==> config.mk <==
export PLATFORM = sky130hd
export DESIGN_NAME = identifier_case_restyler
export DESIGN_NICKNAME = d
export VERILOG_FILES = /design/src/rtl/core/icr_pkg.sv /design/src/rtl/core/icr_front.sv /design/src/rtl/core/icr_queue.sv /design/src/rtl/core/icr_back.sv /design/src/rtl/core/identifier_case_restyler.sv
export SDC_FILE = /design/constraint.sdc
export NUM_CORES = 1
export LEC_CHECK = 0
export ABC_AREA = 1
export BUFFER_PORTS_ARGS = -buffer_cell sky130_fd_sc_hd__buf_2
export CAP_MARGIN = 0
export CORE_MARGIN = 1
export CORE_UTILIZATION = 30
export DETAILED_ROUTE_END_ITERATION = 6
export PLACE_DENSITY = 0.56
export SLEW_MARGIN = 15
export SYNTH_ARGS = -nofsm -noshare
export SYNTH_HDL_FRONTEND = slang
export SYNTH_SLANG_ARGS = --single-unit
==> constraint.sdc <==
create_clock -name clk -period 2.7 [get_ports clk]
set_input_delay 0.135 -clock clk [delete_from_list [all_inputs] [get_ports clk]]
set_output_delay 0.135 -clock clk [all_outputs]
set_load 0.02 [all_outputs]
==> src/rtl/core/icr_pkg.sv <==
// ----------------------------------------------------------------------------
// icr_pkg - shared types and constants of the identifier case restyler
// character codes, style codes, the queue entry and case mapping helpers
// ----------------------------------------------------------------------------
package icr_pkg;

	localparam logic [7:0] CH_NUL        = 8'h00;
	localparam logic [7:0] CH_UPPER_A    = 8'h41;
	localparam logic [7:0] CH_UPPER_Z    = 8'h5A;
	localparam logic [7:0] CH_LOWER_A    = 8'h61;
	localparam logic [7:0] CH_LOWER_Z    = 8'h7A;
	localparam logic [7:0] CH_DIGIT_0    = 8'h30;
	localparam logic [7:0] CH_DIGIT_9    = 8'h39;
	localparam logic [7:0] CH_UNDERSCORE = 8'h5F;
	localparam logic [7:0] CH_HYPHEN     = 8'h2D;
	localparam logic [7:0] CH_SPACE      = 8'h20;
	localparam logic [7:0] CASE_OFFSET   = 8'h20;

	localparam logic [2:0] STYLE_CAMEL     = 3'd0;
	localparam logic [2:0] STYLE_PASCAL    = 3'd1;
	localparam logic [2:0] STYLE_SNAKE     = 3'd2;
	localparam logic [2:0] STYLE_KEBAB     = 3'd3;
	localparam logic [2:0] STYLE_SCREAMING = 3'd4;
	localparam logic [2:0] STYLE_TITLE     = 3'd5;
	localparam logic [2:0] STYLE_LOWER     = 3'd6;
	localparam logic [2:0] STYLE_BLOCK     = 3'd7;

	localparam logic [2:0] SOURCE_RESET = STYLE_CAMEL;
	localparam logic [2:0] TARGET_RESET = STYLE_SNAKE;

	localparam int unsigned STYLE_W = 3;
	localparam int unsigned ADDR_W  = 3;
	localparam int unsigned DATA_W  = 32;

	localparam logic REG_SOURCE = 1'b0;
	localparam logic REG_TARGET = 1'b1;

	// one classified word character waiting for the back end
	typedef struct packed {
		logic       has_sep;
		logic [7:0] sep;
		logic [7:0] ch;
	} icr_entry_t;

	function automatic logic [7:0] icr_to_upper(input logic [7:0] c);
		logic [7:0] r;
		r = c;
		if (c >= CH_LOWER_A && c <= CH_LOWER_Z) begin
			r = c - CASE_OFFSET;
		end
		return r;
	endfunction

	function automatic logic [7:0] icr_to_lower(input logic [7:0] c);
		logic [7:0] r;
		r = c;
		if (c >= CH_UPPER_A && c <= CH_UPPER_Z) begin
			r = c + CASE_OFFSET;
		end
		return r;
	endfunction

endpackage

==> src/rtl/core/icr_front.sv <==
// ----------------------------------------------------------------------------
// icr_front - input classifier
// takes one byte a cycle while the queue is not full, tracks word breaks and builds queue entries
// ----------------------------------------------------------------------------
module icr_front import icr_pkg::*; (
	input  logic               clk,
	input  logic               arst_n,
	input  logic               char_valid,
	output logic               char_stall,
	input  logic [7:0]         char_byte,
	input  logic [STYLE_W-1:0] source_style,
	input  logic [STYLE_W-1:0] target_style,
	input  logic               q_full,
	output logic               push,
	output icr_entry_t         entry
);

	logic at_start_q;
	logic gap_seen_q;
	logic accept;
	logic is_nul;
	logic is_upper;
	logic is_lower;
	logic is_digit;
	logic is_word;
	logic brk;

	assign char_stall = q_full;
	assign accept     = char_valid && !q_full;

	assign is_nul   = (char_byte == CH_NUL);
	assign is_upper = (char_byte >= CH_UPPER_A) && (char_byte <= CH_UPPER_Z);
	assign is_lower = (char_byte >= CH_LOWER_A) && (char_byte <= CH_LOWER_Z);
	assign is_digit = (char_byte >= CH_DIGIT_0) && (char_byte <= CH_DIGIT_9);
	assign is_word  = is_upper || is_lower || is_digit;

	// an upper-case letter splits words only in camel or pascal input
	assign brk = gap_seen_q ||
		(((source_style == STYLE_CAMEL) || (source_style == STYLE_PASCAL)) && is_upper);

	assign push = accept && is_word;

	always_comb begin
		entry.has_sep = brk;
		entry.sep     = CH_SPACE;
		entry.ch      = icr_to_lower(char_byte);
		case (target_style)
			STYLE_CAMEL: begin
				entry.has_sep = 1'b0;
				entry.ch = (!at_start_q && brk) ? icr_to_upper(char_byte)
				                                : icr_to_lower(char_byte);
			end
			STYLE_PASCAL: begin
				entry.has_sep = 1'b0;
				entry.ch = (at_start_q || brk) ? icr_to_upper(char_byte)
				                               : icr_to_lower(char_byte);
			end
			STYLE_SNAKE: begin
				entry.sep = CH_UNDERSCORE;
			end
			STYLE_KEBAB: begin
				entry.sep = CH_HYPHEN;
			end
			STYLE_SCREAMING: begin
				entry.sep = CH_UNDERSCORE;
				entry.ch  = icr_to_upper(char_byte);
			end
			STYLE_TITLE: begin
				entry.has_sep = brk && !at_start_q;
				entry.ch = (at_start_q || brk) ? icr_to_upper(char_byte)
				                               : icr_to_lower(char_byte);
			end
			STYLE_LOWER: begin
				entry.sep = CH_SPACE;
			end
			default: begin
				entry.ch = icr_to_upper(char_byte);
			end
		endcase
	end

	always_ff @(posedge clk or negedge arst_n) begin
		if (!arst_n) begin
			at_start_q <= 1'b1;
			gap_seen_q <= 1'b0;
		end else if (accept) begin
			if (is_nul) begin
				at_start_q <= 1'b1;
				gap_seen_q <= 1'b0;
			end else if (!is_word) begin
				gap_seen_q <= 1'b1;
			end else begin
				at_start_q <= 1'b0;
				gap_seen_q <= 1'b0;
			end
		end
	end

endmodule

==> src/rtl/core/icr_queue.sv <==
// ----------------------------------------------------------------------------
// icr_queue - two-entry queue between classifier and emitter
// lets the front keep taking bytes while the back drains separators
// ----------------------------------------------------------------------------
module icr_queue import icr_pkg::*; (
	input  logic       clk,
	input  logic       arst_n,
	input  logic       push,
	input  icr_entry_t push_entry,
	output logic       full,
	input  logic       pop,
	output logic       head_valid,
	output icr_entry_t head_entry
);

	icr_entry_t  slot_q [2];
	logic        wr_ptr_q;
	logic        rd_ptr_q;
	logic [1:0]  count_q;

	assign full       = (count_q == 2'd2);
	assign head_valid = (count_q != 2'd0);
	assign head_entry = slot_q[rd_ptr_q];

	always_ff @(posedge clk) begin
		if (push) begin
			slot_q[wr_ptr_q] <= push_entry;
		end
	end

	always_ff @(posedge clk or negedge arst_n) begin
		if (!arst_n) begin
			wr_ptr_q <= 1'b0;
			rd_ptr_q <= 1'b0;
			count_q  <= 2'd0;
		end else begin
			if (push) begin
				wr_ptr_q <= !wr_ptr_q;
			end
			if (pop) begin
				rd_ptr_q <= !rd_ptr_q;
			end
			case ({push, pop})
				2'b10:   count_q <= count_q + 2'd1;
				2'b01:   count_q <= count_q - 2'd1;
				default: count_q <= count_q;
			endcase
		end
	end

`ifndef SYNTH
	a_count_range: assert property (@(posedge clk) disable iff (!arst_n)
		count_q != 2'd3)
		else $error("queue count out of range");
	a_no_push_full: assert property (@(posedge clk) disable iff (!arst_n)
		push |-> !full)
		else $error("push into full queue");
	a_no_pop_empty: assert property (@(posedge clk) disable iff (!arst_n)
		pop |-> head_valid)
		else $error("pop from empty queue");
`endif

endmodule

==> src/rtl/core/icr_back.sv <==
// ----------------------------------------------------------------------------
// icr_back - result emitter
// holds one entry and plays out its optional separator word and its character word
// ----------------------------------------------------------------------------
module icr_back import icr_pkg::*; (
	input  logic       clk,
	input  logic       arst_n,
	input  logic       head_valid,
	input  icr_entry_t head_entry,
	output logic       pop,
	output logic       res_valid,
	input  logic       res_stall,
	output logic [7:0] out_byte,
	output logic       last_of_run
);

	icr_entry_t hold_q;
	logic       hold_valid_q;
	logic       sep_phase_q;
	logic       fire;

	assign res_valid   = hold_valid_q;
	assign out_byte    = sep_phase_q ? hold_q.sep : hold_q.ch;
	assign last_of_run = !sep_phase_q;
	assign fire        = hold_valid_q && !res_stall;
	assign pop         = head_valid && (!hold_valid_q || (fire && !sep_phase_q));

	always_ff @(posedge clk) begin
		if (pop) begin
			hold_q <= head_entry;
		end
	end

	always_ff @(posedge clk or negedge arst_n) begin
		if (!arst_n) begin
			hold_valid_q <= 1'b0;
			sep_phase_q  <= 1'b0;
		end else if (pop) begin
			hold_valid_q <= 1'b1;
			sep_phase_q  <= head_entry.has_sep;
		end else if (fire) begin
			if (sep_phase_q) begin
				sep_phase_q <= 1'b0;
			end else begin
				hold_valid_q <= 1'b0;
			end
		end
	end

endmodule

==> src/rtl/core/identifier_case_restyler.sv <==
// the first output word of a byte passes the queue slot, then the emitter's hold register
// throughput: one input byte a cycle while the queue is not full; the output runs
// one word a cycle while not stalled; a character with a separator takes two words
// gap and terminator bytes are taken but cause no output word
// reset (arst_n low): queue and emitter empty, string state at start, source
// style camel, target style snake
// ----------------------------------------------------------------------------
// identifier_case_restyler - top level
// re-styles an identifier byte stream into another case convention
// ----------------------------------------------------------------------------
module identifier_case_restyler import icr_pkg::*; (
	input  logic              clk,
	input  logic              arst_n,
	// register port
	input  logic              psel,
	input  logic              penable,
	input  logic              pwrite,
	input  logic [ADDR_W-1:0] paddr,
	input  logic [DATA_W-1:0] pwdata,
	output logic [DATA_W-1:0] prdata,
	output logic              pready,
	// byte input
	input  logic              char_valid,
	output logic              char_stall,
	input  logic [7:0]        char_byte,
	// result output
	output logic              res_valid,
	input  logic              res_stall,
	output logic [7:0]        out_byte,
	output logic              last_of_run
);

	logic [STYLE_W-1:0] source_style_q;
	logic [STYLE_W-1:0] target_style_q;
	logic               reg_sel;
	logic               cfg_wr;

	logic               push;
	icr_entry_t         push_entry;
	logic               q_full;
	logic               pop;
	logic               head_valid;
	icr_entry_t         head_entry;

	// register port: registers sit at byte offsets 0 and 4, bit 2 picks one
	assign pready  = 1'b1;
	assign reg_sel = paddr[2];
	assign cfg_wr  = psel && penable && pwrite;

	always_ff @(posedge clk or negedge arst_n) begin
		if (!arst_n) begin
			source_style_q <= SOURCE_RESET;
			target_style_q <= TARGET_RESET;
		end else if (cfg_wr) begin
			if (reg_sel == REG_SOURCE) begin
				source_style_q <= pwdata[STYLE_W-1:0];
			end else begin
				target_style_q <= pwdata[STYLE_W-1:0];
			end
		end
	end

	// read back zero-extended
	always_comb begin
		prdata = '0;
		if (reg_sel == REG_SOURCE) begin
			prdata[STYLE_W-1:0] = source_style_q;
		end else begin
			prdata[STYLE_W-1:0] = target_style_q;
		end
	end

	// front end: classifies each byte and tracks the break state
	icr_front u_front (
		.clk          (clk),
		.arst_n       (arst_n),
		.char_valid   (char_valid),
		.char_stall   (char_stall),
		.char_byte    (char_byte),
		.source_style (source_style_q),
		.target_style (target_style_q),
		.q_full       (q_full),
		.push         (push),
		.entry        (push_entry)
	);

	// short queue decoupling intake from the two-word output pattern
	icr_queue u_queue (
		.clk        (clk),
		.arst_n     (arst_n),
		.push       (push),
		.push_entry (push_entry),
		.full       (q_full),
		.pop        (pop),
		.head_valid (head_valid),
		.head_entry (head_entry)
	);

	// back end: emits optional separator word then the character word
	icr_back u_back (
		.clk         (clk),
		.arst_n      (arst_n),
		.head_valid  (head_valid),
		.head_entry  (head_entry),
		.pop         (pop),
		.res_valid   (res_valid),
		.res_stall   (res_stall),
		.out_byte    (out_byte),
		.last_of_run (last_of_run)
	);

endmodule

; Word level (Yosys, flattened, before mapping)
; Memory sizes are Yosys's and may differ from the RTL's.
; Cells that the tools add are included.
[word_totals]
rom_bits = 0
output_inout_bits = 44
in_bits = 50
register_bits = 30
latch_bits = 0
memories = 1
ram_bits = 32
word_cells = 95
[classes]
mul = 0
order_cmp = 6
eq_ne = 11
reduce_logical = 40
muxes = 21
n_bitwise = 1
addsub = 4
n_shift = 0
n_div = 0
[mem_list]
columns = memory, depth, word_bits, rd, rd_ports_with_merged_regs, wr, line
row1 = u_queue.slot_q, 2, 16, 1, 0, 1, icr_queue.sv:16  ; icr_entry_t slot_q [2];
[ops]
columns = op, count
row1 = 2-to-1 mux 8 bit, 5
row2 = one-hot mux 8 bit (3 select lines), 1
row3 = "greater-or-equal comparator 8 x 7 -> 1 bit, second input constant", 2
row4 = "less-or-equal comparator 8 x 7 -> 1 bit, second input constant", 2
row5 = one-hot mux 7 bit (2 select lines), 1
row6 = logical AND 1 bit, 12
row7 = 2-to-1 mux 1 bit, 11
row8 = "equality test 3 bit, second input constant", 3
row9 = "adder 8 x 6 -> 8 bit, second input constant", 1
row10 = "greater-or-equal comparator 8 x 6 -> 1 bit, second input constant", 1
row11 = "less-or-equal comparator 8 x 6 -> 1 bit, second input constant", 1
row12 = zero test 8 bit, 1
row13 = AND reduction 2 bit, 4
row14 = nonzero test 2 bit, 4
row15 = "subtractor 8 x 6 -> 8 bit, second input constant", 1
row16 = zero test 1 bit, 7
row17 = "equality test 3 x 1 -> 1 bit, second input constant", 2
row18 = "equality test 3 x 2 -> 1 bit, second input constant", 2
row19 = zero test 3 bit, 2
row20 = logical OR 1 bit, 6
row21 = OR reduction 2 bit, 3
row22 = "equality test 2 bit, second input constant", 2
row23 = one-hot mux 2 bit (2 select lines), 1
row24 = 2-to-1 mux 3 bit, 1
row25 = 7 further kinds, 7

; Longest topological paths before layout
[logic_depth]
ltp_word = 7
depth_mapped = 12
depth_no_buf = 12

; Cells and area by module
; A second synthesis with hierarchy kept.
[unflattened]
hier_cells = 349
hier_area_um2 = 3379.5
[modules_own_cells]
columns = mod, seq_area_each_um2, cells_each, area_each_um2, n_inst
row1 = icr_queue, 1121.1, 113, 1547.7, 1
row2 = icr_back, 530.5, 53, 680.7, 1
row3 = icr_front, 51.3, 111, 606.8, 1
row4 = identifier_case_restyler, 151.4, 72, 544.3, 1

; Worst setup path after synthesis
; Ideal clock, no wire load.
[synth_timing]
path_type = reg2reg
from = reg u_back.hold_valid_q (netlist: u_back.res_valid)
to = reg u_queue.count_q[1]
t_required_ps = 2569
slack_ps = 726
path_stages_with_launch = 9
period_less_slack_ps = 1974
path_buffers = 0
setup_ps = 131
arrival_time_ps = 1843
path_cell_list = dfrtp_1 > inv_1 > nor2_1 > a21oi_1 > nor2_2 > ha_1 > a21oi_1 > o21ai_0 > xor2_1
[synth_via]
elab_chain_cells = 6
word_cells_on_any_way = 9
classes_between = eq/ne: 2 / mux: 1 / reduce/logical: 6
[synth_rtl]
columns = item, line
row1 = start: declaration, icr_back.sv:18  ; logic hold_valid_q;
row2 = start signal: assignment, icr_back.sv:36  ; hold_valid_q <= 1'b0;
row3 = start signal: assignment, icr_back.sv:39  ; hold_valid_q <= 1'b1;
row4 = start signal: assignment, icr_back.sv:45  ; hold_valid_q <= 1'b0;
row5 = logical AND 1 bit, icr_back.sv:25  ; assign fire = hold_valid_q && !res_stall;
row6 = logical AND 1 bit, icr_back.sv:26  ; assign pop = head_valid && (!hold_valid_q || (fire && !sep_phase_q));
row7 = logical OR 1 bit (*), icr_back.sv:26
row8 = logical AND 1 bit (*), icr_back.sv:26
row9 = via pop, identifier_case_restyler.sv:41  ; logic pop;
row10 = equality test 2 x 1 -> 1 bit / equality test 2 bit (equally long branches), icr_queue.sv:43  ; case ({push, pop})
row11 = one-hot mux 2 bit (2 select lines) / nonzero test 2 bit (equally long branches), -
row12 = end signal: assignment, icr_queue.sv:44  ; 2'b10: count_q <= count_q + 2'd1;
row13 = end signal: assignment, icr_queue.sv:45  ; 2'b01: count_q <= count_q - 2'd1;
row14 = end signal: assignment, icr_queue.sv:46  ; default: count_q <= count_q;
row15 = end: declaration, icr_queue.sv:19  ; logic [1:0] count_q;
; Mark *: on every way through the listed nets, which the timed path passes. The rest lies on a longest branch.
; A chain may end at the register's enable or synchronous reset.

; Final worst setup path
[layout_timing]
from = reg u_back.sep_phase_q
to = reg u_queue.count_q[1]
[layout_via]
elab_chain_cells = 6
word_cells_on_any_way = 8
classes_between = eq/ne: 2 / mux: 1 / reduce/logical: 5
[layout_rtl]
columns = item, line
row1 = start: declaration, icr_back.sv:19  ; logic sep_phase_q;
row2 = start signal: assignment, icr_back.sv:40  ; sep_phase_q <= head_entry.has_sep;
row3 = zero test 1 bit (*), icr_back.sv:26
row4 = logical AND 1 bit (*), icr_back.sv:26
row5 = logical OR 1 bit (*), icr_back.sv:26
row6 = logical AND 1 bit (*), icr_back.sv:26
row7 = via pop, identifier_case_restyler.sv:41
row8 = equality test 2 x 1 -> 1 bit / equality test 2 bit (equally long branches), icr_queue.sv:43
row9 = one-hot mux 2 bit (2 select lines) / nonzero test 2 bit (equally long branches), -
; Marked as above.

==> flow_summary.ini <==
[timing]
fin_crit_sh_pct = 67.0
finalSetupTns_ns = 0
min_period_ns = 1.81
fin_skew_ns = 0.00690
rsz0062_at_grt = false
worst_hold_slack_ns = 0.0673
drv_slew = 0
setup_viol = 0
max_freq_mhz = 553
timing.final.ws_setup_ns = 0.891
hold_viol = 0

[grt]
grt_pass1_wl_mm = 6.65
grt_max_degree = 17
grt_usage_pct = 9.73
overflow = 0
grt_pass1_vias = 1464
antenna_found_initial = 0

[cells_and_area]
fillers = 862
drive_above_1_share_pct = 21.9
seqCellArea_mm2 = 0.00140
final_cells = 425
diodes = 0
final_nets = 373
syn2layout_area_growth_pct = 11.0
multiInputGateArea_um2 = 970

[clock_tree]
clock_path_buffers = 2
htree_num_levels = 2
cts_resized = 0
cts_setup_buffers = 0
path_clk_slew_ns = 0.09
clk_latency_ns = 0.30
cts_root_buf = clkbuf_8
cts_tree = done
numCtsBuffers = 5
numClockSinks = 49

[flow_run]
drv_cap = 0

[placed_design]
dp.cells = 416
place_congestion = 0.783
pre_cts_ws_ns = 0.860
io_buffers = 32
dp_hpwl_mm = 3.15

[yosys]
synth-main-ff-cell = edfxtp_1
avgSynthCellArea_um2 = 9.29
synthArstFlopShare_pct = 28.6
ys_seq_area_share_pct = 53.9
synthDistinctLibCells = 34
synth_edf_count = 35
synth_area_mm2 = 0.00260
yosys_warnings = 0
ys_seq_elements = 49
syn_inst = 280

[pwr]
power.switching_mw = 1.01
p_per_area_mw_per_mm2 = 905
total_power_mw = 2.61
vdd_drop_max_v = 0.000278
pwr-share-clk_pct = 16.5
swShare_pct = 38.7
p_leak_nw = 1.37
p_int_mw = 1.60
combPwrFrac_pct = 38.4
power_frac_seq_pct = 45.1

[route]
first_iter_violations = 65
ant_nets = 0
drt-pass1-iter-count = 4
remaining_drc_errors = 0
wl_per_cell_um = 9.67
vias = 1730
viasPerCell = 4.07
drt_wl_total_mm = 4.11

[worst_setup_path]
cpPeakStageDelay_ns = 0.43
cp.required_ns = 2.89
criticalPathCategory = reg -> reg
end_kind = register
crit_chain = inv_2 -> a21oi_1 -> nor2_2 -> buf_4 -> ha_1 -> a21oi_1 -> o21ai_0 -> xor2_1
path_max_fanout = 16
r2r-start = u_back.sep_phase_q
crit_family = compound AO/OA/AOI/OAI gates
critPathBufInv = 2
critPathArrivalTime_ns = 2.00
crit_path_frequent_cell = a21oi_1
startpoint = u_back.sep_phase_q
slowest_stage = dfrtp_1
crit_path_start_kind = register

[min_path]
min-delay-start = pwdata[1]
hp-class = in -> reg

[die]
die_h_um = 95.1
core_mm2 = 0.00830
start_util_pct = 31.4
fp.dieW_um = 95.1
num_rows = 33
dieArea_mm2 = 0.00905
ios = 94

[outcome]
outcome = complete, no violations
## routing by layer
| metal | track usage, % | vias to the layer above | part of all wire (%) |
|---|---|---|---|
| met5 | 0 | - | 0 |
| met3 | 2.63 | 6 | 5.1 |
| met4 | 4.17 | 0 | 1.5 |
| met1 | 11.9 | 749 | 47 |
| met2 | 16.0 | 57 | 47 |
| li1 | - | 918 | - |
## kinds of logic (layout without fill, tap and decap cells)
| kind of cell | count (synthesis) | count (layout) | synth area share [%] |
|---|---|---|---|
| fa+ha+maj | 4 | 4 | 1.92 |
| buf+inv | 59 | 71 | 12.8 |
| other cells | 2 | 30 | 0.289 |
| simple gates | 140 | 140 | 25.0 |
| xor+xnor | 3 | 3 | 1.01 |
| compound gates | 23 | 23 | 4.95 |
| flops | 49 | 49 | 53.9 |
## state kept, by name, summed over array words and instances (netlist names)
signal and flops:
source_style_q 3, u_back.hold_q 11, u_queue.wr_ptr_q 1, u_queue.rd_ptr_q 1
target_style_q 3, u_queue.slot_q 24, u_front.at_start_q 1, u_queue.count_q 2
u_back.sep_phase_q 1, u_front.gap_seen_q 1, u_back.res_valid 1
## power by group through the flow
| stage | clock network [mW] | logic, mW | registers (mW) |
|---|---|---|---|
| CTS | 0.445 | 1.02 | 1.18 |
| global placement | 0 | 1.01 | 1.20 |
| detailed placement | 0 | 1.02 | 1.20 |
| floorplan | 0 | 0.759 | 1.20 |
| finish | 0.430 | 1.00 | 1.18 |
| global route | 0.470 | 1.13 | 1.21 |
## area by class of cell
class / instances / share of cell area, %
clock buffer: 5 / 2.38
clock inverter: 3 / 0.736
inverter: 27 / 3.51
multi-input combinational: 200 / 33.6
sequential: 49 / 48.6
tap: 105 / 4.55
timing repair buffer: 36 / 6.67
## layout by cell type, fill, tap and decap left out, types with 3 or more instances in the layout
cell       n
inv_2      4
o21ai_1    3
o21ai_0    8
conb_1    30
edfxtp_1  35
buf_2     32
nand2_4    3
nor2_2     5
nand4_1    4
a21oi_1    6
ha_1       4
nand3_2    3
clkbuf_8   5
nor2_1    15
buf_4      3
nand2_2    5
inv_1     23
dfrtp_1   12
nand2_1   88
nand3_1    8
## final timing paths
kind	to	slack [ns]	depth (start not counted)
setup / recovery	u_queue.count_q[1]	0.89	8
hold / removal	target_style_q[1]	0.07	3
setup reg to reg	u_queue.count_q[1]	0.89	8
hold reg to reg	u_front.at_start_q	0.47	2
max in group asynchronous	u_front.at_start_q	2.16	2
min in group asynchronous	source_style_q[0]	0.25	2
## worst register-to-register path: cells and delay by family, from the launching register on
kind                     cells  cell delay (ns)
AO/OA/AOI/OAI                3             0.44
XOR/XNOR                     1             0.15
adder cells (fa/ha/maj)      1             0.33
buffers and inverters        2             0.31
flip-flops                   1             0.43
AND/OR/NAND/NOR              1             0.04
## Yosys cell counts (2+ instances only)
cell,n,area (um^2)
nand2_1,88,330
edfxtp_1,35,1050
buf_4,30,225
inv_1,23,86.3
nor2_1,15,56.3
dfrtp_1,12,300
nand3_1,8,40.0
o21ai_0,8,40.0
a21oi_1,6,30.0
nand2_2,5,31.3
nor2_2,5,31.3
ha_1,4,50.1
inv_2,4,15.0
nand4_1,4,25.0
nand2_4,3,33.8
nand3_2,3,30.0
o21ai_1,3,15.0
clkbuf_1,2,7.51
conb_1,2,7.51
dfstp_2,2,52.6
nor3_1,2,10.0
o22ai_1,2,12.5
or2_1,2,12.5
xor2_1,2,17.5
## stage by stage
stage	utilization, %	instance area (um^2)
after floorplan	-	2710
after global placement	33.6	2790
after detailed placement	33.6	2790
after CTS	34.8	2890
after global routing	34.8	2890
final	34.8	2890
## what timing repair did
item	4_1_cts	5_1_grt
hold endpoints to repair	12	0
setup endpoints to repair	0	0
hold buffers	1	0
(Power assumes the default switching activity.)
